[src/rtl/core/fxa_pkg.sv]
// fxa_pkg: shared types and codes for the fixed-point alu core
// no dependencies
`default_nettype none
package fxa_pkg;
    localparam int W = 32;
    localparam int F = 8;

    typedef enum logic [3:0] {
        OP_ADD = 4'd0, OP_SUB = 4'd1, OP_MUL = 4'd2, OP_DIV = 4'd3,
        OP_GT = 4'd4, OP_LT = 4'd5, OP_GE = 4'd6, OP_LE = 4'd7,
        OP_EQ = 4'd8, OP_NE = 4'd9, OP_INC = 4'd10, OP_DEC = 4'd11,
        OP_MIN = 4'd12, OP_MAX = 4'd13, OP_FROM_INT = 4'd14, OP_TO_INT = 4'd15
    } op_t;

    localparam logic [1:0] ST_OK = 2'd0;
    localparam logic [1:0] ST_OVF = 2'd1;
    localparam logic [1:0] ST_DIV0 = 2'd2;

    typedef struct packed {
        logic [3:0] kind;
        logic signed [W-1:0] operand_a;
        logic signed [W-1:0] operand_b;
    } in_t;

    typedef struct packed {
        logic signed [W-1:0] result_word;
        logic truth;
        logic [1:0] status;
    } out_t;

    // classified transaction handed from front to back
    typedef struct packed {
        logic [3:0] kind;
        logic [W-1:0] a;
        logic [W-1:0] b;
        logic neg;
        logic [W-1:0] ma;
        logic [W-1:0] mb;
    } cls_t;
endpackage
`default_nettype wire

[src/rtl/core/fxa_front.sv]
// fxa_front: accepts transactions, classifies and takes magnitudes
// depends on fxa_pkg
`default_nettype none
module fxa_front (
    input  wire logic          aclk,
    input  wire logic          aresetn,
    input  wire logic          s_valid,
    output logic               s_ready,
    input  wire fxa_pkg::in_t  s_data,
    output logic               c_valid,
    input  wire logic          c_ready,
    output fxa_pkg::cls_t      c_data
);
    localparam int W = fxa_pkg::W;
    logic [W-1:0] a, b;
    fxa_pkg::cls_t q_reg [2];
    logic wp_reg, rp_reg;
    logic [1:0] cnt_reg;
    logic push, pop;

    assign a = s_data.operand_a;
    assign b = s_data.operand_b;
    assign s_ready = cnt_reg != 2'd2;
    assign c_valid = cnt_reg != 2'd0;
    assign c_data = q_reg[rp_reg];
    assign push = s_valid && s_ready;
    assign pop = c_valid && c_ready;

    always_ff @(posedge aclk) begin
        if (!aresetn) begin
            wp_reg <= 1'b0;
            rp_reg <= 1'b0;
            cnt_reg <= 2'd0;
        end else begin
            if (push) wp_reg <= ~wp_reg;
            if (pop) rp_reg <= ~rp_reg;
            cnt_reg <= cnt_reg + {1'b0, push} - {1'b0, pop};
        end
        if (push) begin
            q_reg[wp_reg].kind <= s_data.kind;
            q_reg[wp_reg].a <= a;
            q_reg[wp_reg].b <= b;
            q_reg[wp_reg].neg <= a[W-1] ^ b[W-1];
            q_reg[wp_reg].ma <= a[W-1] ? (~a + 1'b1) : a;
            q_reg[wp_reg].mb <= b[W-1] ? (~b + 1'b1) : b;
        end
    end

    assert property (@(posedge aclk) disable iff (!aresetn) cnt_reg != 2'd3)
        else $error("queue count out of range");
    assert property (@(posedge aclk) disable iff (!aresetn)
        (cnt_reg == 2'd2) |-> !s_ready)
        else $error("accepted into full queue");
    assert property (@(posedge aclk) disable iff (!aresetn)
        (cnt_reg == 2'd0) |-> !c_valid)
        else $error("empty queue presents data");
endmodule
`default_nettype wire

[config.mk]
export PLATFORM = sky130hd
export DESIGN_NAME = fxa_front
export DESIGN_NICKNAME = d
export VERILOG_FILES = /design/src/rtl/core/fxa_pkg.sv /design/src/rtl/core/fxa_front.sv
export SDC_FILE = /design/constraint.sdc
export NUM_CORES = 1
export LEC_CHECK = 0
export ABC_AREA = 1
export BUFFER_PORTS_ARGS = -buffer_cell sky130_fd_sc_hd__buf_2
export CORE_MARGIN = 3
export CORE_UTILIZATION = 35
export DETAILED_ROUTE_END_ITERATION = 10
export PLACE_DENSITY = 0.67
export SYNTH_ARGS = -nofsm -noshare
export SYNTH_HDL_FRONTEND = slang
export SYNTH_SLANG_ARGS = --single-unit
[constraint.sdc]
create_clock -name aclk -period 6.95 [get_ports aclk]
set_input_delay 0 -clock aclk [delete_from_list [all_inputs] [get_ports aclk]]
set_output_delay 0 -clock aclk [all_outputs]
set_load 0.02 [all_outputs]
==> results.txt <==
The DRC marker count from the first detailed-route iteration came out at ~450. In this run the tightest slew margin relative to its limit is between 30 and 40%. The clock slew at the register clock pins of the worst setup and hold paths is about 0.060 ns. The total of endpoints with negative setup slack in the final report is 0. After floorplanning, the core was sized to cover approximately 33,000 um2. The final-report max-slew violation count is 0. At the end of routability-driven placement, the weighted congestion stood at about 0.8. The startpoint identified for the worst register-to-register timing path is cnt_reg[0]. The met1 track utilization from global routing came out at 18.83%. The count of input and output buffers is around 210. The CTS sink count is about 270. For met2 alone, demand over resource in global routing was between 20% and 30%. The maximum vdd drop is between 0.0003 and 0.0004 V. The classification of the worst setup path is reg2out. In this run the clock root is driven by a clkbuf_16. The remaining number of nets flagged by the antenna check after routing came out at 0. The worst setup path is launched from a flop.

At the pin with the least slew margin, the transition time is between 0.9 and 1 ns. The count of cells along the worst register-to-register path came out at 5. The die covers approximately 36,000 um2.

The layout filler cell count is 2,967. The data arrival at the endpoint of the critical path came out at between 2 and 3 ns. The wire-length estimate of the detail-placed layout is about 18,000 um. The number of register bits inferred by synthesis is between 200 and 300.

The flow ran to the end, and the final reports show no timing, DRC or antenna violations. The final hold violation count came out at 0. The number of antenna violations at the first check in global routing came to 0. The post-detailed-route via-to-cell ratio came out at about 4.7. The number of global-route vias before repair is just under 8k. The detailed-route DRC error count came out at 0.

The layer flagged by global routing as most heavily used is met2. The distinct cell type count of the synthesized netlist came out at 22. Relative to the synthesized area, the layout overhead comes to 26.21%. The number of iterations in the first detailed-routing pass came out at 4.

The count of inserted antenna diode cells came out at 0. Post-CTS timing repair inserted 0 buffers for setup. The setup slack on the worst flop-to-flop path came out at 5.09 ns.

The static leakage came out at roughly 0.0056 uW. The terminating pin of the worst hold path is q_reg[1][96]. CTS built an H-tree with a depth of 1. Setup repair after global routing left no endpoint under its margin.

After layout, the minimum clock period comes to around 3 ns. Dividing the synthesized area by the synthesized cell count gives about 13 um2. In this run the worst hold path is classified as in2reg. Of all nets on the critical path, the largest fanout is 67. The combined global-route utilization of all metal layers is around 15%. Based on the critical path, the design can be clocked at up to between 300 and 400 MHz. The number of nets in the synthesized netlist came out at about 950. The wire length of the first global-routing pass is between 40,000 and 50,000 um.

The library cells used most frequently in the layout, excluding fill and tap cells, are 262 x edfxtp_1, 206 x buf_2, 185 x nand2_1, 131 x mux2_2, 89 x nor2_1. The maximum number of pins on one net before global-route repair is 132. The worst hold margin came out at around 0.041 ns.

The met3 track demand over resource came out at about 3.2%. The kind of end point of the critical path is an output pin. The die boundary width is about 190 um. a little over 200 I/O pins were placed.

TritonCTS built the clock tree. The final net count is between 1k and 1.5k. The worst register-to-register path ends at q_reg[1][116]. The required time of the critical path is about 7.0 ns. In this run the power density over the cells is 333.2 nW/um2. The die is about 190 um tall.

The sequential share of the synthesized area came out at between 60% and 70%. The worst hold path begins at s_data[31]. The initial core utilization is between 30 and 40%. The portion of the clock cycle consumed by the worst path in the final layout came out at 42.07%. Synthesis produced a netlist whose cell count is about 870. The post-detailed-route wirelength per cell came out at about 17 um. Wires add up to around 27,000 um.

The post-synth design cell area came out at ~12,000 um2. The number of flip-flops in the largest register came out at 262. The fraction of layout cells with a size suffix above 1 came out at 34.04%.

The number of buffers inserted during clock tree synthesis came out at 29. The total global routing overflow is 0. The worst setup skew after layout came out at slightly below 0.008 ns. The sum of negative setup slack is 0 ns. The clock passes through at most 3 buffers. Leaving out fill and tap cells, the most frequent cell in the layout is edfxtp_1. The clock network latency to the later pin of the worst-skew pair came out at around 0.53 ns.

The yosys synthesis warning count is 0. The count of maximum capacitance violations came out at 0. The detailed-route via count is roughly 7.6k. In this run the core area contains 66 standard-cell rows. The worst hold path cell count came out at 1.
synthesized netlist by cell type:
cell | number | area (um2)
nor2_1 | 91 | 341.6
ha_1 | 4 | 50.05
o21ai_0 | 17 | 85.08
buf_6 | 10 | 112.6
nand4_1 | 2 | 12.51
edfxtp_1 | 262 | 7868
nand3b_1 | 1 | 7.510
nand3_1 | 40 | 200.2
nor3_1 | 2 | 10.01
a21oi_1 | 4 | 20.02
mux2_2 | 131 | 1475
nand2_1 | 185 | 694.4
o21ai_1 | 1 | 5.000
inv_1 | 54 | 202.7
dfxtp_1 | 5 | 100.1
nor2_2 | 7 | 43.79
buf_2 | 9 | 45.04
buf_4 | 4 | 30.03
nand2_2 | 7 | 43.79
xnor2_1 | 20 | 175.2
xor2_1 | 12 | 105.1
nor2_4 | 4 | 45.04
worst max-delay path, stage by stage, from the launching register on:
cell     delay [ns]
dfxtp_4        0.91
buf_4          0.80
mux2_2         0.43
buf_2          0.16
where the power goes:
group / leakage [uW] / internal [uW] / switching (uW)
registers: 0.00249 / 2070 / 98.8
logic: 0.00269 / 497 / 803
clock network: 0.000431 / 837 / 601
cells by family (layout without fill, tap and decap cells):
kind of cell | after synthesis | in the layout | synth area share, %
XOR/XNOR | 32 | 32 | 2.401
AO/OA/AOI/OAI | 22 | 22 | 0.9432
buffers and inverters | 77 | 386 | 3.344
adder cells (fa/ha/maj) | 4 | 4 | 0.4288
multiplexers | 131 | 131 | 12.64
AND/OR/NAND/NOR | 339 | 339 | 11.98
flip-flops | 267 | 267 | 68.26
worst max-delay path by stage:
stage | start | endpoint | slack [ns]
after floorplan | cnt_reg[0] | q_reg[0][100] | 0.18
after global placement | flop | c_data[116] | 4.48
after detailed placement | flop | c_data[116] | 4.49
after CTS | flop | c_data[116] | 3.91
after global routing | flop | c_data[127] | 3.82
final | flop | c_data[116] | 4.03
timing repair:
action	4_1_cts	5_1_grt
resized for setup	0	0
endpoints found under the hold margin	261	0
hold buffers	70	0
routing by layer:
metal	up-vias	wire length (um)
met5	-	0
met4	0	861
met3	58	1670
met2	238	12890
li1	3638	-
met1	3664	11700
cell type report:
class | instances | area, um2 | area share (%)
sequential | 267 | 7971 | 54.11
multi-input combinational | 528 | 3329 | 22.60
timing repair buffer | 279 | 1779 | 12.08
inverter | 54 | 202.7 | 1.376
clock buffer | 34 | 744.5 | 5.054
tap | 442 | 553.0 | 3.754
clock inverter | 19 | 151.4 | 1.028
metrics by stage:
step                      power [uW]  worst slack [ns]  instance area (um2)  utilization, %  cells
final                           4908             4.026                14730           45.05   1623
after global placement          3475             4.481                13140           40.17   1500
after detailed placement        3483             4.488                13140           40.17   1500
after floorplan                 3116            0.1843                11670               -    872
after CTS                       4967             3.906                14730           45.05   1623
after global routing            5139             3.821                14730           45.05   1623
(Power assumes the default switching activity.)
